==> src/rtl/stereo_disparity_winner_take_all_defines.svh <==
// Assertion macros shared by the RTL files of the disparity block.
// Both macros expect a clock named clock and a reset named reset in scope.
`ifndef STEREO_DISPARITY_WINNER_TAKE_ALL_DEFINES_SVH
`define STEREO_DISPARITY_WINNER_TAKE_ALL_DEFINES_SVH
`ifndef SYNTHESIS
`define SDWTA_ASSERT(label, prop, msg) \
   label: assert property (@(posedge clock) disable iff (reset) prop) else $error(msg);
`define SDWTA_ASSERT_ALWAYS(label, prop, msg) \
   label: assert property (@(posedge clock) prop) else $error(msg);
`else
`define SDWTA_ASSERT(label, prop, msg)
`define SDWTA_ASSERT_ALWAYS(label, prop, msg)
`endif
`endif

==> src/rtl/sdwta_pkg.sv <==
package sdwta_pkg;

   localparam int PIX_W         = 8;
   localparam int SHIFT_COUNT_W = 7;
   localparam int ROW_WIDTH_W   = 13;
   localparam int STRETCH_W     = 8;
   localparam int CSR_INDEX_W   = 1;
   localparam int CSR_DATA_W    = 13;

   localparam logic [CSR_INDEX_W-1:0] CSR_SHIFT_COUNT = 1'b0;
   localparam logic [CSR_INDEX_W-1:0] CSR_ROW_WIDTH   = 1'b1;

   localparam int DEFAULT_SHIFT_COUNT = 16;
   localparam int DEFAULT_ROW_WIDTH   = 640;
   localparam int DEFAULT_MAX_SHIFTS  = 64;
   localparam int DEFAULT_MAX_WIDTH   = 4096;
   localparam int DEFAULT_AGE_W       = $clog2(DEFAULT_MAX_SHIFTS);
   localparam int DEFAULT_SHIFTS_W    = SHIFT_COUNT_W;

   // Full-scale output value; the stretch factor is this divided by the shift count.
   localparam logic [STRETCH_W-1:0] STRETCH_NUM = 8'd255;
   // A fresh pixel starts with the worst possible difference.
   localparam logic [PIX_W-1:0] DIFF_INIT = 8'hFF;

   // Per-item control seen by every cell of the chain.
   typedef struct packed {
      logic             accept;
      logic             shift;
      logic             flush;
      logic [PIX_W-1:0] left_val;
      logic [PIX_W-1:0] right_val;
   } cell_ctl_type;

   // Floored average of three bytes; x/3 equals (x*683)>>11 for all x up to 765.
   function automatic logic [PIX_W-1:0] intensity_of(input logic [PIX_W-1:0] a,
                                                     input logic [PIX_W-1:0] b,
                                                     input logic [PIX_W-1:0] c);
      logic [PIX_W+1:0]  sum;
      logic [PIX_W+12:0] prod;
      sum  = {2'b00, a} + {2'b00, b} + {2'b00, c};
      prod = (PIX_W+13)'(sum) * (PIX_W+13)'(683);
      return prod[PIX_W+10:11];
   endfunction

endpackage

==> src/rtl/sdwta_stretch_div.sv <==
module sdwta_stretch_div #(
   parameter int SHW            = sdwta_pkg::DEFAULT_SHIFTS_W,
   parameter int RESET_QUOTIENT = 15
) (
   input  logic                             clock,
   input  logic                             reset,
   input  logic                             start,
   input  logic [SHW-1:0]                   divisor,
   output logic [sdwta_pkg::STRETCH_W-1:0]  quotient,
   output logic                             busy
);
   import sdwta_pkg::*;

   localparam int STEP_W = $clog2(STRETCH_W);

   logic                 busy_ff, busy_in;
   logic [STEP_W-1:0]    step_ff, step_in;
   logic [SHW-1:0]       rem_ff, rem_in;
   logic [SHW-1:0]       div_ff, div_in;
   logic [STRETCH_W-1:0] quo_ff, quo_in;

   logic [SHW:0]         rem_sh;
   logic [SHW:0]         rem_next;
   logic                 fits;

   // Restoring division of the constant numerator, one quotient bit per cycle.
   always_comb begin
      rem_sh   = {rem_ff, STRETCH_NUM[step_ff]};
      fits     = rem_sh >= {1'b0, div_ff};
      rem_next = fits ? (rem_sh - {1'b0, div_ff}) : rem_sh;
   end

   always_comb begin
      busy_in = busy_ff;
      step_in = step_ff;
      rem_in  = rem_ff;
      div_in  = div_ff;
      quo_in  = quo_ff;
      priority if (start) begin
         busy_in = 1'b1;
         step_in = STEP_W'(STRETCH_W - 1);
         rem_in  = '0;
         div_in  = divisor;
         quo_in  = '0;
      end else if (busy_ff) begin
         rem_in  = rem_next[SHW-1:0];
         quo_in  = {quo_ff[STRETCH_W-2:0], fits};
         step_in = step_ff - STEP_W'(1);
         busy_in = (step_ff != '0);
      end else begin
         busy_in = busy_ff;
      end
   end

   always_ff @(posedge clock) begin
      if (reset) begin
         busy_ff <= 1'b0;
         quo_ff  <= STRETCH_W'(RESET_QUOTIENT);
      end else begin
         busy_ff <= busy_in;
         quo_ff  <= quo_in;
      end
   end

   always_ff @(posedge clock) begin
      step_ff <= step_in;
      rem_ff  <= rem_in;
      div_ff  <= div_in;
   end

   assign quotient = quo_ff;
   assign busy     = busy_ff;

endmodule

==> config.mk <==
export PLATFORM = sky130hd
export DESIGN_NAME = sdwta_stretch_div
export DESIGN_NICKNAME = d
export VERILOG_FILES = /design/src/rtl/stereo_disparity_winner_take_all_defines.svh /design/src/rtl/sdwta_pkg.sv /design/src/rtl/sdwta_stretch_div.sv
export SDC_FILE = /design/constraint.sdc
export NUM_CORES = 1
export LEC_CHECK = 0
export ABC_AREA = 0
export BUFFER_PORTS_ARGS = -buffer_cell sky130_fd_sc_hd__buf_2
export CORE_MARGIN = 4
export CORE_UTILIZATION = 40
export DETAILED_ROUTE_END_ITERATION = 6
export GPL_TIMING_DRIVEN = 0
export SYNTH_ARGS = -nofsm -noshare
export SYNTH_HDL_FRONTEND = slang
export SYNTH_SLANG_ARGS = --single-unit
==> constraint.sdc <==
create_clock -name clock -period 3.6 [get_ports clock]
set_input_delay 0.36 -clock clock [delete_from_list [all_inputs] [get_ports clock]]
set_output_delay 0.36 -clock clock [all_outputs]
set_load 0.05 [all_outputs]
==> results.py, run 1 <==
metrics = {
    "route": {
        "routedWlPerCell_um": 11.8,
        "num_vias": 915,
        "ant_nets": 0,
        "drtPass1Iterations": 4,
        "drt_iter0_markers": 17,
        "wl_um": 2250,
        "vias_per_cell": 4.79,
        "drc": 0,
    },
    "yosys": {
        "synth_cell_types": 34,
        "synth_top_family_by_area": "simple AND/OR/NAND/NOR gates",
        "synth_xor_area_frac": 0.0266,
        "synth-compound-area-share": 0.142,
        "synthArstFlopShare": 0,
        "yosysSeqAreaShare": 0.448,
        "synthFlopType": "dfxtp_1",
        "syn_avg_cell_area_um2": 10.5,
        "ys.warnings.count": 0,
        "synth-simple-area-share": 0.144,
        "synth_mux_area_frac": 0.0836,
        "synth_fp_nets": 146,
        "synth.cell_area_um2": 1320,
        "synth_enable_flop_cells": 7,
        "synth_fa_ha_area_frac": 0.101,
        "synth_seq_cells": 26,
        "netlist_instances": 126,
    },
    "placement": {
        "portBuffers": 17,
        "dp.cells": 187,
        "hpwlAfterDp_um": 1760,
        "place_congestion": 0.726,
        "place_ws_ns": 1.40,
    },
    "final_layout": {
        "drive_gt1_frac": 0.184,
        "diodes": 0,
        "num-nets-final": 168,
        "area_growth_pct": 14.2,
        "utilization": 0.485,
        "mostFrequentLayoutCell": "dfxtp_1",
        "layout_common_cells": "19 x dfxtp_1, 17 x buf_2, 13 x inv_1",
        "final_cells": 191,
    },
    "timing": {
        "period_minus_slack_ns": 2.22,
        "fin_skew_ns": 0.00695,
        "drv_slew": 0,
        "relSlewSlack": 0.609,
        "worst_slack_ns": 1.38,
        "hold_viol": 0,
        "worst_pin_slew_ns": 0.587,
        "fmax_mhz": 451,
        "tns_ns": 0,
        "fin_crit_sh": 0.616,
        "rsz0062_at_grt": "no",
        "setup_violations": 0,
    },
    "power": {
        "ir_drop_v": 0.000282,
        "total_power_mw": 0.668,
        "p_leak_nw": 0.653,
        "p_per_area_nw_per_um2": 444,
    },
    "clock_tree": {
        "cts_setup_buffers": 0,
        "cts_hold_buf": 0,
        "cts_htree_levels": 1,
        "root_buffer": "clkbuf_4",
        "cts_sinks": 26,
        "insertion_delay_ns": 0.32,
        "cts_resized": 0,
        "clk_path_buf_depth": 2,
        "cts_tree": "built",
        "path_clk_slew_ns": 0.14,
        "numCtsBuffers": 3,
    },
    "worst_setup_path": {
        "required_ns": 3.83,
        "crit_type": "flip-flop to flip-flop",
        "critical_path_arrival_ns": 2.44,
        "worstPathCellList": "inv_1 > ha_1 > nor2b_1 > o21ai_1 > a41oi_4 > and4bb_1 > or3_1",
        "end_kind": "flip-flop",
        "cp_max_fo": 9,
        "reg2reg_slack_ns": 1.38,
        "start_kind": "flip-flop",
        "slowest_stage": "edfxtp_1",
        "slowest_delay_ns": 0.46,
    },
    "grt": {
        "antenna_found_initial": 0,
        "grt_max_degree": 16,
        "grt_pass1_vias": 913,
        "grt-ovfl-total": 0,
        "grt_pass1_wl_um": 4000,
        "grt_usage": 0.120,
    },
    "outcome": {
        "status": "finished clean",
    },
    "die": {
        "dieArea_um2": 4280,
        "core.rowCount": 20,
        "design.portCount": 19,
        "core-area_um2": 3100,
        "start_util": 0.425,
        "die_w_um": 65.4,
        "die_height_um": 65.4,
    },
    "flow_run": {
        "maxCapViolations": 0,
    },
    "worst_hold_path": {
        "hold_class": "primary input to flip-flop",
    },
}
## per-stage QoR
step / cell area (um2) / hold slack [ns]
finish: 1510 / 0.199
global route: 1510 / 0.162
CTS: 1510 / 0.187
detailed placement: 1460 / 0.473
global placement: 1460 / 0.462
floorplan: 1320 / 0.449
## layout make-up
cell class / count / area [um2]
Tap cell: 44 / 55.1
Timing Repair Buffer: 17 / 85.1
Buffer: 6 / 22.5
Sequential cell: 26 / 591
Multi-Input combinational cell: 81 / 656
Inverter: 13 / 48.8
Clock buffer: 4 / 47.5
Fill cell: 328 / 1600
## final timing paths
kind	from	endpoint	depth (start not counted)
setup reg to reg	div_ff[2]$_DFFE_PP_	rem_ff[2]$_SDFFE_PP0P_	7
hold reg to reg	step_ff[1]$_SDFFE_PP1P_	step_ff[1]$_SDFFE_PP1P_	2
hold / removal	divisor[1]	div_ff[1]$_DFFE_PP_	1
setup / recovery	div_ff[2]$_DFFE_PP_	rem_ff[2]$_SDFFE_PP0P_	7
## flip-flops by register name (all words and copies together) (netlist names)
register	cells
quotient	8
div_ff	7
step_ff	3
rem_ff	7
busy	1
## critical path, delay by kind of cell (launching register included)
| kind | cells | cell delay (ns) |
|---|---|---|
| AND/OR/NAND/NOR | 3 | 0.77 |
| AO/OA/AOI/OAI | 2 | 0.55 |
| flip-flops | 1 | 0.46 |
| adder cells (fa/ha/maj) | 1 | 0.25 |
| buffers and inverters | 1 | 0.08 |
## Yosys cell counts (2+ instances only)
cell type | n | share of area
a211oi_1 | 3 | 0.017
a21oi_1 | 4 | 0.015
buf_1 | 3 | 0.0085
clkbuf_1 | 3 | 0.0085
dfxtp_1 | 19 | 0.29
edfxtp_1 | 7 | 0.16
ha_1 | 9 | 0.085
inv_1 | 13 | 0.037
mux2i_1 | 11 | 0.084
nand2_1 | 5 | 0.014
nand2b_1 | 4 | 0.019
nor2_1 | 10 | 0.028
nor3_1 | 6 | 0.023
nor3b_1 | 2 | 0.011
o21ai_0 | 2 | 0.0076
o21bai_1 | 4 | 0.023
or3_1 | 2 | 0.0095
xnor2_1 | 2 | 0.013
xor2_1 | 2 | 0.013
## layer usage
layer  routed length [um]  vias up  global-route usage
li1                     -      482                   -
met1                 1120      412               0.160
met2                  991       19               0.186
met3                  124        2              0.0427
met4                   14        0              0.0285
met5                    0        -                   0
## power by group
group / switching, mW / internal (mW)
clock: 0.0875 / 0.0848
sequential: 0.0144 / 0.322
combinational: 0.0930 / 0.0659
## cells by family (layout without fill, tap and decap cells)
group                      Yosys count  after routing
muxes                               11             11
AOI/OAI and AO/OA                   23             23
xor gates and xnor gates             4              4
buffers and inverters               19             40
and+or+nand+nor                     33             33
adders and majority gates           10             10
DFF                                 26             26
No activity file was read; power rests on OpenSTA's default activity.
==> run 2: changes to the inputs <==
==> constraint.sdc (replaced) <==
create_clock -name clock -period 1.8 [get_ports clock]
set_input_delay 0.18 -clock clock [delete_from_list [all_inputs] [get_ports clock]]
set_output_delay 0.18 -clock clock [all_outputs]
set_load 0.05 [all_outputs]
==> results.py, run 2 (synthesis gave the netlist of run 1 again) <==
metrics = {
    "timing": {
        "fin_skew_ns": 0.00211,
        "worst_slack_ns": -0.0802,
        "period_minus_slack_ns": 1.88,
        "hold_viol": 0,
        "tns_ns": -0.420,
        "fin_crit_sh": 1.04,
        "setup_violations": 8,
        "fmax_mhz": 532,
        "drv_slew": 0,
        "rsz0062_at_grt": "yes",
        "relSlewSlack": 0.520,
        "worst_pin_slew_ns": 0.719,
    },
    "die": {
        "die_w_um": 65.4,
        "start_util": 0.425,
        "core.rowCount": 20,
        "core-area_um2": 3100,
        "dieArea_um2": 4280,
        "die_height_um": 65.4,
        "design.portCount": 19,
    },
    "route": {
        "wirelength_met1_um": 1190,
        "routed-wl-met2_um": 1430,
        "ant_nets": 0,
        "drtPass1Iterations": 4,
        "drt_iter0_markers": 17,
        "num_vias": 988,
        "top_layer_used": "met4",
        "wl_um": 2730,
        "vias_per_cell": 4.89,
        "drc": 0,
        "wl_met3_um": 81,
        "routedWlPerCell_um": 13.5,
    },
    "placement": {
        "hpwlAfterDp_um": 1810,
        "portBuffers": 17,
        "place_congestion": 0.784,
        "place_ws_ns": -0.181,
        "dp.cells": 187,
    },
    "grt": {
        "grt_pass1_vias": 1005,
        "grt_pass1_wl_um": 4550,
        "grt_max_degree": 15,
        "grt_usage": 0.136,
        "grt-ovfl-total": 0,
        "antenna_found_initial": 0,
    },
    "power": {
        "p_per_area_nw_per_um2": 815,
        "ir_drop_v": 0.000390,
        "p_leak_nw": 0.712,
    },
    "worst_setup_path": {
        "reg2reg_slack_ns": -0.08,
        "crit_buf_inv": 2,
        "critical_path_arrival_ns": 2.12,
        "slowest_stage": "edfxtp_1",
        "crit_type": "flip-flop to flip-flop",
        "cp.depth": 8,
        "worstPathCellList": "inv_2 > ha_4 > a21o_1 > a21oi_4 > a41oi_4 > buf_6 > or3_4 > o311ai_2",
        "reg2regPathDepth": 8,
        "crit_family": "compound AO/OA/AOI/OAI gates",
        "end_kind": "flip-flop",
        "cp_max_fo": 5,
        "slowest_delay_ns": 0.41,
        "required_ns": 2.04,
        "start_kind": "flip-flop",
    },
    "final_layout": {
        "multi_input_area_um2": 788,
        "layout_common_cells": "18 x dfxtp_1, 17 x buf_2, 11 x inv_1",
        "regArea_um2": 592,
        "utilization": 0.553,
        "num-nets-final": 179,
        "mostFrequentLayoutCell": "dfxtp_1",
        "largest_reg_flops": 8,
        "fillers": 305,
        "diodes": 0,
        "final_cells": 202,
        "area_growth_pct": 30.2,
        "drive_gt1_frac": 0.348,
    },
    "flow_run": {
        "maxCapViolations": 0,
    },
    "clock_tree": {
        "cts_tree": "built",
        "cts_sinks": 26,
        "numCtsBuffers": 3,
        "clk_path_buf_depth": 2,
        "root_buffer": "clkbuf_4",
        "cts_htree_levels": 1,
        "path_clk_slew_ns": 0.14,
        "insertion_delay_ns": 0.32,
    },
    "worst_hold_path": {
        "hold_path_depth": 1,
        "hold_class": "primary input to flip-flop",
    },
    "outcome": {
        "violations": "setup timing",
        "status": "finished, violations left",
    },
}
[run 2: cell types whose count changed in the layout (fill, tap and decap cells not counted), moves of 2 or more]
cell     before  now
buf_4         0    7
buf_6         0    3
ha_1          9    5
ha_4          0    4
inv_1        13   11
inv_2         0    2
mux2i_1      11    9
mux2i_2       0    2
[run 2: final timing paths]
kind                           startpoint                       to
setup reg to reg      div_ff[4]$_DFFE_PP_   rem_ff[1]$_SDFFE_PP0P_
hold / removal                 divisor[3]      div_ff[3]$_DFFE_PP_
hold reg to reg   step_ff[0]$_SDFFE_PP1P_  step_ff[0]$_SDFFE_PP1P_
setup / recovery      div_ff[4]$_DFFE_PP_   rem_ff[1]$_SDFFE_PP0P_
[run 2: through the flow]
step / cell area [um2] / hold slack (ns) / power, mW
after floorplan: 1390 / 0.279 / 0.972
final: 1720 / 0.0254 / 1.40
after global placement: 1530 / 0.357 / 1.04
after global routing: 1720 / 0.000540 / 1.49
after CTS: 1660 / 0.0160 / 1.38
after detailed placement: 1530 / 0.359 / 1.05
[run 2: per-layer routing]
layer	track usage	vias up
met5	0	-
met4	0.0389	0
met3	0.0308	4
met2	0.230	11
met1	0.173	468
li1	-	505
[run 2: cell type report]
cell class,count,share of cell area
Clock buffer,4,0.0153
Multi-Input combinational cell,81,0.460
Tap cell,44,0.0321
Buffer,6,0.0139
Inverter,13,0.0284
Timing Repair Buffer,28,0.106
Sequential cell,26,0.345
[run 2: worst reg2reg max path, stage by stage (launching register included)]
cell and delay [ns]:
edfxtp_1 0.41, inv_2 0.08, ha_4 0.20, a21o_1 0.19, a21oi_4 0.19, a41oi_4 0.18, buf_6 0.17, or3_4 0.32
o311ai_2 0.07
[run 2: timing repair]
action                                  CTS  global route
setup buffers                             9             1
endpoints found under the hold margin     0             1
pin swaps                                17             7
resized for setup                        10             7
endpoints found under the setup margin    7             9
hold buffers                              0             1
[run 2: where the power goes]
part | switching, mW | total, mW | internal [mW]
clock network | 0.170 | 0.257 | 0.0867
logic | 0.238 | 0.462 | 0.224
registers | 0.0330 | 0.678 | 0.645
==> run 3: changes to the inputs <==
--- a/config.mk
+++ b/config.mk
@@ -5,12 +5,14 @@
 export SDC_FILE = /design/constraint.sdc
 export NUM_CORES = 1
 export LEC_CHECK = 0
-export ABC_AREA = 0
+export ABC_AREA = 1
 export BUFFER_PORTS_ARGS = -buffer_cell sky130_fd_sc_hd__buf_2
 export CORE_MARGIN = 4
 export CORE_UTILIZATION = 40
+export CTS_BUF_LIST = sky130_fd_sc_hd__clkbuf_4 sky130_fd_sc_hd__clkbuf_8
 export DETAILED_ROUTE_END_ITERATION = 6
 export GPL_TIMING_DRIVEN = 0
+export SLEW_MARGIN = 10
 export SYNTH_ARGS = -nofsm -noshare
 export SYNTH_HDL_FRONTEND = slang
 export SYNTH_SLANG_ARGS = --single-unit
==> results.py, run 3 <==
metrics = {
    "outcome": {
        "status": "finished clean",
    },
    "power": {
        "p_per_area_nw_per_um2": 743,
        "ir_drop_v": 0.000390,
        "total_power_mw": 1.17,
        "p_leak_nw": 0.778,
    },
    "worst_setup_path": {
        "slowest_stage": "edfxtp_1",
        "cp_max_fo": 2,
        "slowest_delay_ns": 0.42,
        "r2r_start": "div_ff[1]$_DFFE_PP_",
        "start_kind": "flip-flop",
        "critical_path_arrival_ns": 1.91,
        "required_ns": 2.02,
        "end_kind": "flip-flop",
        "crit_type": "flip-flop to flip-flop",
        "reg2regPathDepth": 7,
        "reg2reg_slack_ns": 0.12,
        "crit_family": "simple AND/OR/NAND/NOR gates",
        "crit_path_frequent_cell": "nand3_1",
        "r2r_end": "rem_ff[5]$_SDFFE_PP0P_",
        "cp.depth": 7,
        "worstPathCellList": "ha_1 > fa_2 > or2_2 > nand4_1 > nand3_1 > nand3_1 > nand2_1",
        "crit_buf_inv": 0,
    },
    "route": {
        "num_vias": 1133,
        "drc": 0,
        "drt_iter0_markers": 41,
        "vias_per_cell": 4.84,
        "ant_nets": 0,
        "wl_um": 2560,
        "drtPass1Iterations": 5,
        "routedWlPerCell_um": 10.9,
    },
    "final_layout": {
        "mostFrequentLayoutCell": "nand2_1",
        "utilization": 0.502,
        "drive_gt1_frac": 0.205,
        "design_area_um2": 1570,
        "final_cells": 234,
        "regArea_um2": 592,
        "area_growth_pct": 17.2,
        "num-nets-final": 211,
        "diodes": 0,
        "multi_input_area_um2": 653,
        "layout_common_cells": "52 x nand2_1, 26 x inv_1, 19 x buf_2",
        "largest_reg_flops": 8,
        "fillers": 328,
    },
    "yosys": {
        "synthArstFlopShare": 0,
        "yosysMostFrequentCell": "nand2_1",
        "synth_fp_nets": 184,
        "ys.warnings.count": 0,
        "synth_top_area_cell": "dfxtp_1",
        "ys_top_cells_by_area": "dfxtp_1 28%, edfxtp_1 16%, nand2_1 15%",
        "synth_cell_types": 25,
        "netlist_instances": 164,
        "synthFlopType": "dfxtp_1",
        "synth_seq_cells": 26,
        "synth_top_cell_area_share": 0.284,
        "synth_enable_flop_cells": 7,
        "syn_avg_cell_area_um2": 8.16,
        "synthTopCellsByCount": "52 x nand2_1, 26 x inv_1, 19 x dfxtp_1",
        "yosysSeqAreaShare": 0.441,
        "synth.cell_area_um2": 1340,
    },
    "timing": {
        "fin_crit_sh": 0.934,
        "hold_viol": 0,
        "fin_skew_ns": 0.00871,
        "fmax_mhz": 595,
        "relSlewSlack": 0.822,
        "worst_pin_slew_ns": 0.267,
        "drv_slew": 0,
        "setup_violations": 0,
        "period_minus_slack_ns": 1.68,
    },
    "placement": {
        "placed_cell_area_um2": 1480,
        "portBuffers": 18,
        "hpwlAfterDp_um": 1980,
        "place_congestion": 0.807,
        "dp.cells": 226,
    },
    "clock_tree": {
        "cts_htree_levels": 1,
        "path_clk_slew_ns": 0.13,
        "numCtsBuffers": 3,
        "insertion_delay_ns": 0.32,
        "cts_sinks": 26,
        "cts_tree": "built",
        "root_buffer": "clkbuf_4",
        "clk_path_buf_depth": 2,
    },
    "grt": {
        "antenna_found_initial": 0,
        "grt_max_degree": 15,
        "grt_usage": 0.138,
        "grt_pass1_vias": 1096,
        "grt_pass1_wl_um": 4620,
        "grt-ovfl-total": 0,
    },
    "worst_hold_path": {
        "hold_end": "div_ff[1]$_DFFE_PP_",
        "hold_class": "primary input to flip-flop",
        "hold_path_depth": 1,
        "hold_start": "divisor[1]",
    },
    "die": {
        "design.portCount": 19,
        "die_height_um": 65.9,
        "core.rowCount": 20,
        "die_w_um": 65.9,
        "dieArea_um2": 4340,
        "core-area_um2": 3130,
        "start_util": 0.428,
    },
    "flow_run": {
        "maxCapViolations": 0,
    },
}
run 3: logic make-up after synthesis:
logic type                 share of synthesized area
AOI/OAI and AO/OA                             0.0879
xor gates and xnor gates                      0.0131
adders and majority gates                     0.0991
buffers and inverters                         0.0916
DFF                                            0.441
and+or+nand+nor                                0.267
run 3: how the worst max path moves through the flow:
| stage | slack (ns) | end | from |
|---|---|---|---|
| floorplan | 0.19 | rem_ff[5]$_SDFFE_PP0P_ | div_ff[1]$_DFFE_PP_ |
| global placement | 0.06 | rem_ff[5]$_SDFFE_PP0P_ | rem_ff[0]$_SDFFE_PP0P_ |
| detailed placement | 0.04 | rem_ff[5]$_SDFFE_PP0P_ | rem_ff[0]$_SDFFE_PP0P_ |
| CTS | 0.02 | rem_ff[5]$_SDFFE_PP0P_ | rem_ff[0]$_SDFFE_PP0P_ |
| global route | -0.0006 | rem_ff[5]$_SDFFE_PP0P_ | rem_ff[0]$_SDFFE_PP0P_ |
| finish | 0.12 | rem_ff[5]$_SDFFE_PP0P_ | div_ff[1]$_DFFE_PP_ |
run 3: power by group:
group,leakage [nW],total [mW],internal [mW],switching (mW)
Clock,0.0154,0.243,0.0812,0.161
Combinational,0.538,0.264,0.101,0.163
Sequential,0.225,0.658,0.636,0.0221
Total,0.778,1.17,0.818,0.347
run 3: what timing repair did:
item	in CTS	in global routing
resized for setup	0	4
setup buffers	0	4
endpoints found under the setup margin	0	7
hold buffers	0	0
run 3: area by class of cell:
class                   instances  share of cell area
multi-input cells             108               0.416
well taps                      44              0.0351
inverters                      27              0.0646
plain buffers                   3              0.0136
flip-flops and latches         26               0.377
repair buffers                 22              0.0766
clock buffers                   3              0.0144
clock inverters                 1             0.00239
run 3: per-layer routing:
layer	global-route usage	up-vias	wire length (um)
li1	-	587	-
met1	0.173	518	1170
met2	0.237	23	1260
met3	0.0153	5	82
met4	0.0622	0	47
met5	0	-	0
run 3: per-stage QoR:
step                worst slack [ns]  hold slack, ns  setup TNS (ns)
floorplan                      0.191           0.258               0
global placement              0.0556           0.357               0
detailed placement            0.0435           0.359               0
CTS                           0.0173          0.0151               0
global route               -0.000647         0.00303       -0.000647
finish                         0.118          0.0231               0
