$ cat src/rtl/stereo_disparity_winner_take_all_defines.svh
// Assertion macros shared by the RTL files of the disparity block.
// Both macros expect a clock named clock and a reset named reset in scope.
`ifndef STEREO_DISPARITY_WINNER_TAKE_ALL_DEFINES_SVH
`define STEREO_DISPARITY_WINNER_TAKE_ALL_DEFINES_SVH
`ifndef SYNTHESIS
`define SDWTA_ASSERT(label, prop, msg) \
   label: assert property (@(posedge clock) disable iff (reset) prop) else $error(msg);
`define SDWTA_ASSERT_ALWAYS(label, prop, msg) \
   label: assert property (@(posedge clock) prop) else $error(msg);
`else
`define SDWTA_ASSERT(label, prop, msg)
`define SDWTA_ASSERT_ALWAYS(label, prop, msg)
`endif
`endif

$ cat src/rtl/sdwta_pkg.sv
package sdwta_pkg;

   localparam int PIX_W         = 8;
   localparam int SHIFT_COUNT_W = 7;
   localparam int ROW_WIDTH_W   = 13;
   localparam int STRETCH_W     = 8;
   localparam int CSR_INDEX_W   = 1;
   localparam int CSR_DATA_W    = 13;

   localparam logic [CSR_INDEX_W-1:0] CSR_SHIFT_COUNT = 1'b0;
   localparam logic [CSR_INDEX_W-1:0] CSR_ROW_WIDTH   = 1'b1;

   localparam int DEFAULT_SHIFT_COUNT = 16;
   localparam int DEFAULT_ROW_WIDTH   = 640;
   localparam int DEFAULT_MAX_SHIFTS  = 64;
   localparam int DEFAULT_MAX_WIDTH   = 4096;
   localparam int DEFAULT_AGE_W       = $clog2(DEFAULT_MAX_SHIFTS);
   localparam int DEFAULT_SHIFTS_W    = SHIFT_COUNT_W;

   // Full-scale output value; the stretch factor is this divided by the shift count.
   localparam logic [STRETCH_W-1:0] STRETCH_NUM = 8'd255;
   // A fresh pixel starts with the worst possible difference.
   localparam logic [PIX_W-1:0] DIFF_INIT = 8'hFF;

   // Per-item control seen by every cell of the chain.
   typedef struct packed {
      logic             accept;
      logic             shift;
      logic             flush;
      logic [PIX_W-1:0] left_val;
      logic [PIX_W-1:0] right_val;
   } cell_ctl_type;

   // Floored average of three bytes; x/3 equals (x*683)>>11 for all x up to 765.
   function automatic logic [PIX_W-1:0] intensity_of(input logic [PIX_W-1:0] a,
                                                     input logic [PIX_W-1:0] b,
                                                     input logic [PIX_W-1:0] c);
      logic [PIX_W+1:0]  sum;
      logic [PIX_W+12:0] prod;
      sum  = {2'b00, a} + {2'b00, b} + {2'b00, c};
      prod = (PIX_W+13)'(sum) * (PIX_W+13)'(683);
      return prod[PIX_W+10:11];
   endfunction

endpackage

$ cat src/rtl/sdwta_cell.sv
module sdwta_cell #(
   parameter int AGE_W = sdwta_pkg::DEFAULT_AGE_W,
   parameter int SHW   = sdwta_pkg::DEFAULT_SHIFTS_W
) (
   input  logic                         clock,
   input  logic                         reset,
   input  sdwta_pkg::cell_ctl_type      ctl,
   input  logic [SHW-1:0]               shifts,
   input  logic                         above_valid,
   input  logic                         below_valid,
   input  logic [sdwta_pkg::PIX_W-1:0]  below_intensity,
   input  logic [sdwta_pkg::PIX_W-1:0]  below_best_diff,
   input  logic [AGE_W-1:0]             below_age,
   input  logic [AGE_W-1:0]             below_best_shift,
   output logic                         valid,
   output logic [sdwta_pkg::PIX_W-1:0]  intensity,
   output logic [sdwta_pkg::PIX_W-1:0]  best_diff,
   output logic [AGE_W-1:0]             age,
   output logic [AGE_W-1:0]             best_shift,
   output logic                         ripe
);
   import sdwta_pkg::*;

   logic               valid_ff, valid_in;
   logic [PIX_W-1:0]   int_ff, int_in;
   logic [PIX_W-1:0]   best_ff, best_in;
   logic [AGE_W-1:0]   age_ff, age_in;
   logic [AGE_W-1:0]   bs_ff, bs_in;

   logic               insert;
   logic [PIX_W-1:0]   cur_int;
   logic [PIX_W-1:0]   cur_best;
   logic [AGE_W-1:0]   cur_age;
   logic [AGE_W-1:0]   cur_bs;
   logic [PIX_W-1:0]   diff;
   logic               better;
   logic [SHW:0]       age_plus;

   // The new pixel lands in the highest empty cell, right under the occupied ones.
   assign insert = ctl.accept && !valid_ff && above_valid;

   always_comb begin
      cur_int  = insert ? ctl.right_val : int_ff;
      cur_best = insert ? DIFF_INIT : best_ff;
      cur_age  = insert ? '0 : age_ff + AGE_W'(1);
      cur_bs   = insert ? '0 : bs_ff;
      diff     = (ctl.left_val > cur_int) ? (ctl.left_val - cur_int)
                                          : (cur_int - ctl.left_val);
      better   = (SHW'(cur_age) < shifts) && (diff < cur_best);
   end

   always_comb begin
      valid_in = valid_ff;
      int_in   = int_ff;
      best_in  = best_ff;
      age_in   = age_ff;
      bs_in    = bs_ff;
      priority if (ctl.shift) begin
         valid_in = below_valid;
         int_in   = below_intensity;
         best_in  = below_best_diff;
         age_in   = below_age;
         bs_in    = below_best_shift;
      end else if (ctl.accept && (valid_ff || insert)) begin
         valid_in = 1'b1;
         int_in   = cur_int;
         age_in   = cur_age;
         best_in  = better ? diff : cur_best;
         bs_in    = better ? cur_age : cur_bs;
      end else begin
         valid_in = valid_ff;
      end
   end

   always_ff @(posedge clock) begin
      if (reset) begin
         valid_ff <= 1'b0;
      end else begin
         valid_ff <= valid_in;
      end
   end

   always_ff @(posedge clock) begin
      int_ff  <= int_in;
      best_ff <= best_in;
      age_ff  <= age_in;
      bs_ff   <= bs_in;
   end

   assign age_plus = {1'b0, SHW'(age_ff)} + (SHW+1)'(1);
   assign ripe     = valid_ff && ((age_plus >= {1'b0, shifts}) || ctl.flush);

   assign valid      = valid_ff;
   assign intensity  = int_ff;
   assign best_diff  = best_ff;
   assign age        = age_ff;
   assign best_shift = bs_ff;

endmodule

$ cat config.mk
export PLATFORM = sky130hd
export DESIGN_NAME = sdwta_cell
export DESIGN_NICKNAME = d
export VERILOG_FILES = /design/src/rtl/stereo_disparity_winner_take_all_defines.svh /design/src/rtl/sdwta_pkg.sv /design/src/rtl/sdwta_cell.sv
export SDC_FILE = /design/constraint.sdc
export NUM_CORES = 1
export LEC_CHECK = 0
export BUFFER_PORTS_ARGS = -buffer_cell sky130_fd_sc_hd__buf_2
export CAP_MARGIN = 30
export CORE_ASPECT_RATIO = 1.1
export CORE_MARGIN = 1.5
export CORE_UTILIZATION = 47
export DETAILED_ROUTE_END_ITERATION = 7
export PLACE_DENSITY = 0.77
export SLEW_MARGIN = 20
export SYNTH_ARGS = -nofsm -noshare
export SYNTH_HDL_FRONTEND = slang
export SYNTH_SLANG_ARGS = --single-unit
$ cat constraint.sdc
create_clock -name clock -period 4.6 [get_ports clock]
set_input_delay 0.46 -clock clock [delete_from_list [all_inputs] [get_ports clock]]
set_output_delay 0.46 -clock clock [all_outputs]
set_load 0.01 [all_outputs]
==> results of run 1 <==
[cell type report]
class,instances,area (sq um),share of cell area
clock buffer,6,72.6,0.0210
multi-input combinational,243,1780,0.516
tap,77,96.3,0.0278
inverter,25,93.8,0.0271
timing repair buffer,101,541,0.156
clock inverter,2,10.0,0.00289
sequential,29,862,0.249
[per-layer routing]
layer  vias to the layer above  part of all wire
li1                       1330                 -
met1                      1272              0.42
met2                        99              0.49
met3                        18             0.064
met4                         0             0.025
met5                         -                 0
[through the flow]
step	total power, W	hold slack, ps	setup WS, ps	instances
floorplan	0.000864	630	260	310
global placement	0.00107	668	31.7	472
detailed placement	0.00109	694	3.82	472
CTS	0.00130	423	149	480
global route	0.00141	424	52.0	483
finish	0.00132	419	309	483
[power by group]
part / internal (W) / total, W / switching, W
sequential: 0.000363 / 0.000393 / 0.0000302
combinational: 0.000321 / 0.000721 / 0.000400
clock: 0.000105 / 0.000204 / 0.0000999
total: 0.000789 / 0.00132 / 0.000530
[cell usage after synthesis (2+ instances only)]
master,number,area share
nand2_1,37,0.050
ha_1,34,0.15
edfxtp_1,28,0.30
inv_1,25,0.034
nor2_1,18,0.024
a21oi_1,16,0.029
o21ai_0,15,0.027
a21o_1,9,0.024
and3_1,8,0.018
mux2_2,7,0.028
nand3_1,6,0.011
nor3_1,6,0.011
a22o_1,5,0.016
and2_1,5,0.011
buf_2,5,0.0090
clkbuf_1,5,0.0067
nor2b_1,5,0.011
o21a_1,5,0.013
xnor2_1,5,0.016
a31oi_1,4,0.0090
and3b_1,4,0.013
o31ai_1,4,0.011
xor2_1,4,0.013
mux2i_1,3,0.011
nand4_1,3,0.0067
o2111ai_1,3,0.0094
o211ai_1,3,0.0081
o31a_1,3,0.0094
a211o_1,2,0.0063
a211oi_1,2,0.0054
and2_4,2,0.0063
and4b_1,2,0.0072
buf_1,2,0.0027
nand2b_1,2,0.0045
nand3b_4,2,0.014
o221a_2,2,0.0081
[critical path: cells and delay by family, from the launching register on]
kind                       cells  cell delay (ps)
AOI/OAI and AO/OA              7             1510
and+or+nand+nor                5              890
adders and majority gates      3              870
DFF                            1              390
muxes                          1              240
xor gates and xnor gates       1              140
[worst max-delay path by stage]
stage	startpoint	end	slack (ps)	cells past startpoint
2_1_floorplan	ctl[18]	best_shift[0]	260	21
3_3_place_gp	ctl[18]	best_shift[0]	30	17
3_5_place_dp	ctl[18]	best_shift[4]	4	17
4_1_cts	valid	best_shift[1]	150	16
5_1_grt	valid	best_diff[7]	50	17
6_report	valid	best_diff[7]	310	17
[flip-flops by register name, summed over array words and instances (netlist names)]
register	cells
best_shift	6
best_diff	8
valid	1
age	6
intensity	8
[logic make-up (layout without fill, tap and decap cells)]
group	after synthesis	count (layout)	share of synthesized area
compound gates	81	81	0.198
xor+xnor	9	9	0.0283
fa+ha+maj	35	35	0.160
buf+inv	39	134	0.0580
flops	29	29	0.309
mux	10	10	0.0391
simple gates	107	108	0.206
[repair_timing]
item | 4_1_cts | 5_1_grt
gates resized for setup | 0 | 7
hold buffers | 0 | 0
endpoints found under the setup margin | 0 | 7
setup buffers | 0 | 2
==> metrics.md, run 1 <==
| Metric | Value |
|---|---|
| Peak supply drop | `166 uV` |
| Yosys cell types | `55` |
| GR Util met2 | `0.408` |
| Post-Syn Area | `2780 sq um` |
| Seq/Total Area, Yosys | `0.309` |
| Slew headroom | `0.622` |
| Critical path type | `reg2reg` |
| Final cycle utilization of the critical path | `0.933` |
| Reg2reg start | `valid` |
| Final min period | `4290 ps` |
| Hpwl dp | `5850 um` |
| Yosys Warn Count | `0` |
| WL/cell | `15.6 um` |
| Req. time, crit path | `4640 ps` |
| Clock-pin slew on the worst setup and hold paths | `60 ps` |
| Port Buffer Count | `87` |
| Initial Util | `0.485` |
| DR vias/cell | `5.63` |
| First-pass GRT wire length | `12200 um` |
| Top_reg_cell synth | `edfxtp_1` |
| Die Ht | `83.7 um` |
| Worst Path Max Fanout | `6` |
| Actual slew at the worst max-slew pin | `566 ps` |
| Gr busiest metal | `met2` |
| Iteration-0 DRC Markers | `233` |
| Core ar. | `5730 sq um` |
| Initial antenna violation count | `0` |
| Post-DRT Antenna Nets | `0` |
| Crit. End Element | `register` |
| Fin area | `3460 sq um` |
| Clk sinks | `29` |
| Synthesized instance count | `310` |
| Max incr delay on CP | `390 ps` |
| DP Area | `3340 sq um` |
| Crit path arrival time | `4330 ps` |
| Row count | `29` |
| Max Clk Rate | `233 MHz` |
| Syn_area_per_cell | `8.97 sq um` |
| Die width | `76.3 um` |
| R2R setup slack | `310 ps` |
| Final hold violation count | `0` |
| Commonest cells after routing, fill and taps aside | `87 x buf_2, 37 x nand2_1, 33 x ha_1` |
| Ports | `88` |
| R2r endpoint | `best_diff[7]` |
| Worst path cell trace | `and4b_1 -> a21o_1 -> ha_1 -> ha_1 -> a21oi_1 -> o211ai_1 -> nand3b_4 -> nand2_1 -> mux2i_1 -> nand2_1 -> xnor2_1 -> ha_1 -> a221oi_1 -> o221a_2 -> o21ai_2 -> a2111oi_1 -> and3b_1` |
| Setup violators final | `0` |
| DIE AREA | `6390 sq um` |
| WHS Endpoint | `valid` |
| NumNets Final | `498` |
| Vias in the first global route | `2706` |
| Yosys reg bits | `29` |
| Layout cells sized above 1 | `0.320` |
| Met1 Usage GRT | `0.282` |
| Gr usage total | `0.236` |
| Clock latency at the later pin of the worst-skew pair | `280 ps` |
| Reg2Reg Depth | `17` |
| Routability cong. | `0.868` |
| Async set-reset flop share out of synthesis | `0` |
| RSZ-0062 raised after global routing | `no` |
| CTS tree | `done` |
| Leak Pwr | `1.74 nW` |
| Post-layout util | `0.603` |
| Area Growth Syn to Fin | `24.4%` |
| First drt pass iteration count | `4` |
| Startpoint Class | `register` |
| Clock root buffer master | `clkbuf_8` |
| CP dominant cell by count | `ha_1` |
| Number of synthesized flops with an enable pin | `28` |
| Worst hold path type | `in2reg` |
| Number of CTS-inserted buffers | `5` |
| Slew Viols, Final | `0` |
| Commonest non-fill, non-tap cell in the layout | `buf_2` |
| Hold path cells | `3` |
| Outcome | `complete, no violations` |
| Pin count of the biggest net entering global routing | `33` |
| Maxcap violations | `0` |
| Vias | `2719` |
| DR DRC count | `0` |
| Routed wire length | `7540 um` |
| Final antenna diode count | `0` |
| Fill cells | `547` |
| Maximum buffer depth of the clock tree | `2` |
| Hold Crit Start | `reset` |
| Synth Net Count | `403` |
| CP max-delay cell | `dfxtp_2` |
| M3 GR Usage | `0.0514` |
| Clk_skew | `8.99 ps` |
| Gr ovfl total | `0` |
| PD cells | `381 nW/um^2` |
| CTS H-Tree Depth | `2` |
| Post-route setup TNS | `0 ps` |
Power figures use the tool's default switching activity.
==> run 2, diff against run 1 <==
--- a/config.mk
+++ b/config.mk
@@ -12,6 +12,7 @@
 export CORE_UTILIZATION = 47
 export DETAILED_ROUTE_END_ITERATION = 7
 export PLACE_DENSITY = 0.77
+export REMOVE_ABC_BUFFERS = 1
 export SLEW_MARGIN = 20
 export SYNTH_ARGS = -nofsm -noshare
 export SYNTH_HDL_FRONTEND = slang
==> metrics.md, run 2 (same netlist as run 1, synthesis figures left out) <==
| Metric | Value |
|---|---|
| Commonest cells after routing, fill and taps aside | `87 x buf_2, 37 x nand2_1, 34 x ha_1` |
| Final min period | `4320 ps (+30.5 ps)` |
| Vias in the first global route | `2695 (-0.41%)` |
| Req. time, crit path | `4650 ps (about the same)` |
| Slew Viols, Final | `0 (unchanged)` |
| Peak supply drop | `196 uV (+18%)` |
| Number of CTS-inserted buffers | `5 (unchanged)` |
| Final antenna diode count | `0 (unchanged)` |
| Critical path type | `reg2reg` |
| Clk sinks | `29 (unchanged)` |
| Row count | `29 (unchanged)` |
| Actual slew at the worst max-slew pin | `593 ps (+27.4 ps)` |
| Layout cells sized above 1 | `0.307 (-0.0135)` |
| Post-DRT Antenna Nets | `0 (unchanged)` |
| Initial Util | `0.485 (unchanged)` |
| Initial antenna violation count | `0 (unchanged)` |
| Pin count of the biggest net entering global routing | `33 (unchanged)` |
| Finished Layout Cells | `478 (-1.0%)` |
| Number of hold buffers added after CTS | `0 (unchanged)` |
| Setup violators final | `0 (unchanged)` |
| PnR Total Power | `0.00142 W (+7.5%)` |
| CTS H-Tree Depth | `2 (unchanged)` |
| Maximum buffer depth of the clock tree | `2 (unchanged)` |
| DR vias/cell | `5.53 (-1.7%)` |
| Worst Path Max Fanout | `10 (+4)` |
| WL/cell | `15.3 um (-1.9%)` |
| Outcome | `complete, no violations` |
| Fill cells | `544 (-0.55%)` |
| DP Cell Count | `467 (-1.1%)` |
| Post-layout util | `0.605 (+0.00109)` |
| Core ar. | `5730 sq um (unchanged)` |
| Routed wire length | `7320 um (-2.9%)` |
| DIE AREA | `6390 sq um (unchanged)` |
| Crit path arrival time | `4370 ps (+40 ps)` |
| Gr ovfl total | `0 (unchanged)` |
| Clock root buffer master | `clkbuf_8` |
| PD cells | `409 nW/um^2 (+7.3%)` |
| Final Worst Setup Slack | `279 ps (-30.5 ps)` |
| Iteration-0 DRC Markers | `116 (-50%)` |
| First-pass GRT wire length | `11800 um (-2.6%)` |
| Leak Pwr | `1.73 nW (-0.28%)` |
| Vias | `2645 (-2.7%)` |
| Commonest non-fill, non-tap cell in the layout | `buf_2` |
| Routability cong. | `0.881 (+1.5%)` |
| Ports | `88 (unchanged)` |
| Worst hold path type | `in2reg` |
| Final hold violation count | `0 (unchanged)` |
| Multi-input logic area | `1770 sq um (-0.84%)` |
| CTS tree | `done` |
| Maxcap violations | `0 (unchanged)` |
| Clk_skew | `7.79 ps (-1.21 ps)` |
| Die width | `76.3 um (unchanged)` |
| Port Buffer Count | `87 (unchanged)` |
| Final cycle utilization of the critical path | `0.939 (+0.00663)` |
| Slew headroom | `0.604 (-0.0183)` |
| Crit. End Element | `register` |
| Clock-pin slew on the worst setup and hold paths | `70 ps (about the same)` |
| First drt pass iteration count | `5 (+1)` |
| Die Ht | `83.7 um (unchanged)` |
| NumNets Final | `493 (-1.0%)` |
| Startpoint Class | `register` |
| Max Clk Rate | `231 MHz (-0.71%)` |
| Area Growth Syn to Fin | `24.6%` |
| Post-Place Worst Slack | `38.9 ps (+35.1 ps)` |
| DR DRC count | `0 (unchanged)` |
| Sequential cell area | `862 sq um (unchanged)` |
| Hpwl dp | `5570 um (-4.8%)` |
| Gr usage total | `0.230 (-0.00633)` |
| Clock latency at the later pin of the worst-skew pair | `290 ps (about the same)` |
run 2: layer usage:
layer  track usage  vias up  part of all wire
met2         0.426      102              0.52
met1         0.261     1217              0.41
met3        0.0415        8             0.064
li1              -     1318                 -
met5             0        -                 0
met4        0.0842        0             0.011
run 2: final timing paths:
path                            startpoint           end  slack, ps  cells after the start
worst max-delay path                 valid  best_diff[7]        280                     17
worst min-delay path                 reset         valid        410                      3
worst max register to register       valid  best_diff[7]        280                     17
worst min register to register       valid         valid        630                      1
run 2: cell type report:
type / instances / share of cell area
Clock buffer: 5 / 0.0199
Clock inverter: 3 / 0.0188
Inverter: 25 / 0.0271
Multi-Input combinational cell: 242 / 0.510
Sequential cell: 29 / 0.249
Tap cell: 77 / 0.0278
Timing Repair Buffer: 97 / 0.147
run 2: repair_timing:
| item | 4_1_cts | 5_1_grt |
|---|---|---|
| endpoints found under the hold margin | 0 | 0 |
| gates resized for setup | 0 | 4 |
| buffers inserted | 0 | 3 |
| endpoints found under the setup margin | 0 | 15 |
run 2: power breakdown:
part	switching (W)	total (W)	internal (W)
clock	0.000110	0.000325	0.000215
combinational	0.000393	0.000702	0.000309
sequential	0.0000283	0.000391	0.000362
run 2: critical path: stages (launching register included):
cell,delay [ps]
dfxtp_2,370
nand3b_4,240
buf_4,180
a21o_1,180
ha_1,380
a21oi_1,250
o211ai_1,130
nand3b_4,200
and2_4,200
o21ai_1,230
xor2_1,180
ha_1,260
a211oi_1,260
nand2_1,80
a21oi_1,220
o21ai_2,150
a2111oi_2,350
and3b_1,210
run 2: metrics by stage:
stage / TNS, ps / hold WS [ps] / area [sq um]
3_3_place_gp: 0 / 635 / 3300
4_1_cts: 0 / 424 / 3430
6_report: 0 / 413 / 3470
5_1_grt: -37.3 / 441 / 3470
3_5_place_dp: 0 / 665 / 3300
2_1_floorplan: 0 / 630 / 2710
==> run 3, diff against run 2 <==
--- a/config.mk
+++ b/config.mk
@@ -9,9 +9,9 @@
 export CAP_MARGIN = 30
 export CORE_ASPECT_RATIO = 1.1
 export CORE_MARGIN = 1.5
-export CORE_UTILIZATION = 47
+export CORE_UTILIZATION = 45
 export DETAILED_ROUTE_END_ITERATION = 7
-export PLACE_DENSITY = 0.77
+export PLACE_DENSITY = 0.75
 export REMOVE_ABC_BUFFERS = 1
 export SLEW_MARGIN = 20
 export SYNTH_ARGS = -nofsm -noshare
==> constraint.sdc (replaced) <==
create_clock -name clock -period 4.6 [get_ports clock]
set_input_delay 0.23 -clock clock [delete_from_list [all_inputs] [get_ports clock]]
set_output_delay 0.23 -clock clock [all_outputs]
set_load 0.01 [all_outputs]
==> metrics.md, run 3 (same netlist as run 1, synthesis figures left out) <==
| Metric | Value |
|---|---|
| Clock-pin slew on the worst setup and hold paths | `70 ps (about the same)` |
| Gr usage total | `0.220 (-0.00986)` |
| Ports | `88 (unchanged)` |
| Initial antenna violation count | `0 (unchanged)` |
| NumNets Final | `488 (-1.0%)` |
| Crit path arrival time | `4360 ps (about the same)` |
| Outcome | `complete, no violations` |
| Fin area | `3400 sq um (-1.9%)` |
| Worst Path Max Fanout | `11 (+1)` |
| Slew Viols, Final | `0 (unchanged)` |
| Commonest non-fill, non-tap cell in the layout | `buf_2` |
| Vias | `2601 (-1.7%)` |
| Critical path type | `reg2reg` |
| Crit. End Element | `register` |
| Leak Pwr | `1.68 nW (-3.1%)` |
| Worst hold path type | `in2reg` |
| Port Buffer Count | `87 (unchanged)` |
| Maximum buffer depth of the clock tree | `2 (unchanged)` |
| DIE AREA | `6660 sq um (+4.3%)` |
| First drt pass iteration count | `4 (-1)` |
| Layout cells sized above 1 | `0.316 (+0.00892)` |
| Final min period | `4320 ps (-2.09 ps)` |
| CTS tree | `done` |
| PD cells | `377 nW/um^2 (-7.8%)` |
| DP Cell Count | `464 (-0.64%)` |
| Routability cong. | `0.852 (-3.3%)` |
| Number of CTS-inserted buffers | `5 (unchanged)` |
| WL met2 | `3520 um (-6.8%)` |
| Clk_skew | `4.53 ps (-3.25 ps)` |
| Vias in the first global route | `2603 (-3.4%)` |
| M1 WL | `3050 um (+1.8%)` |
| R2R setup slack | `280 ps (about the same)` |
| CP dominant cell by count | `ha_1` |
| Row count | `29 (unchanged)` |
| Clock latency at the later pin of the worst-skew pair | `280 ps (about the same)` |
| Final hold violation count | `0 (unchanged)` |
| PnR Total Power | `0.00128 W (-9.6%)` |
| DP Area | `3280 sq um (-0.68%)` |
| Routed wire length | `7120 um (-2.7%)` |
| CTS H-Tree Depth | `2 (unchanged)` |
| Post-DRT Antenna Nets | `0 (unchanged)` |
| Top sig layer | `met4` |
| Die Ht | `85.5 um (+2.1%)` |
| RSZ-0062 raised after global routing | `no` |
| Startpoint Class | `register` |
| CP max-delay cell | `dfxtp_2` |
| Maxcap violations | `0 (unchanged)` |
| Final cycle utilization of the critical path | `0.939 (about the same)` |
| Iteration-0 DRC Markers | `97 (-16%)` |
| Hpwl dp | `5500 um (-1.3%)` |
| Actual slew at the worst max-slew pin | `865 ps (+272 ps)` |
| First-pass GRT wire length | `11600 um (-2.4%)` |
| Gr ovfl total | `0 (unchanged)` |
| Worst path cell trace | `nand3b_4 -> a21o_1 -> ha_1 -> ha_1 -> a21oi_1 -> o211ai_1 -> nand3b_4 -> nand2_2 -> mux2i_2 -> nand2_1 -> xnor2_1 -> ha_1 -> a221oi_1 -> o221a_2 -> o21ai_2 -> a2111oi_2 -> and3b_1` |
| Max Clk Rate | `232 MHz (about the same)` |
| Clk sinks | `29 (unchanged)` |
| Initial Util | `0.473 (-0.0120)` |
| WL/cell | `15.1 um (-1.6%)` |
| Worst hold margin | `184 ps (-229 ps)` |
| Slew headroom | `0.423 (-0.181)` |
| Core ar. | `5880 sq um (+2.5%)` |
| Finished Layout Cells | `473 (-1.0%)` |
| Area Growth Syn to Fin | `22.2%` |
| Setup violators final | `0 (unchanged)` |
| Pin count of the biggest net entering global routing | `33 (unchanged)` |
| DR vias/cell | `5.50 (-0.62%)` |
| Final antenna diode count | `0 (unchanged)` |
| Die width | `78.0 um (+2.1%)` |
| Routed wl met3 | `430 um (-8.5%)` |
| DR DRC count | `0 (unchanged)` |
| Post-route setup TNS | `0 ps (unchanged)` |
| Number of hold buffers added after CTS | `0 (unchanged)` |
| Peak supply drop | `164 uV (-16%)` |
| Clock root buffer master | `clkbuf_8` |
| Commonest cells after routing, fill and taps aside | `87 x buf_2, 36 x nand2_1, 30 x ha_1` |
| Req. time, crit path | `4640 ps (about the same)` |
| Max incr delay on CP | `350 ps (-30 ps)` |
[run 3: changes by cell type in the layout (fill, tap and decap cells not counted), sizes merged]
cell / before / now
buf: 97 / 92
bufinv: 2 / 0
clkinv: 1 / 3
[run 3: path summary, 6_finish.rpt]
kind,endpoint,start,depth (start not counted)
max,best_diff[7],valid,17
min,valid,reset,3
max reg2reg,best_diff[7],valid,17
min reg2reg,valid,valid,1
[run 3: worst max-delay path, delay by kind of cell (launching register included)]
family	cells	cell delay (ps)
adder cells (fa/ha/maj)	3	860
flip-flops	1	350
AND/OR/NAND/NOR	5	870
XOR/XNOR	1	150
AO/OA/AOI/OAI	7	1560
multiplexers	1	280
[run 3: area by class of cell]
class / instances / area [sq um]
Inverter: 25 / 93.8
Clock inverter: 3 / 12.5
Multi-Input combinational cell: 242 / 1790
Timing Repair Buffer: 92 / 473
Sequential cell: 29 / 862
Fill cell: 571 / 2480
Clock buffer: 5 / 68.8
Tap cell: 77 / 96.3
[run 3: through the flow]
stage,utilization,setup slack [ps]
2_1_floorplan,-,441
3_3_place_gp,0.557,257
3_5_place_dp,0.557,120
4_1_cts,0.571,89.8
5_1_grt,0.578,11.5
6_report,0.578,281
[run 3: timing repair]
action	in CTS	in global routing
endpoints found under the setup margin	0	13
setup buffers	0	1
endpoints found under the hold margin	0	0
resized for setup	0	13
[run 3: routing by layer]
metal	vias to the layer above	global-route usage
met5	-	0
met4	0	0.0649
met3	11	0.0387
met2	98	0.407
met1	1191	0.258
li1	1301	-
[run 3: power breakdown]
part | total [W] | leakage [nW] | internal, W | switching (W)
logic | 0.000684 | 1.34 | 0.000301 | 0.000383
clock network | 0.000206 | 0.0430 | 0.000102 | 0.000104
registers | 0.000392 | 0.291 | 0.000363 | 0.0000293
total | 0.00128 | 1.68 | 0.000765 | 0.000516
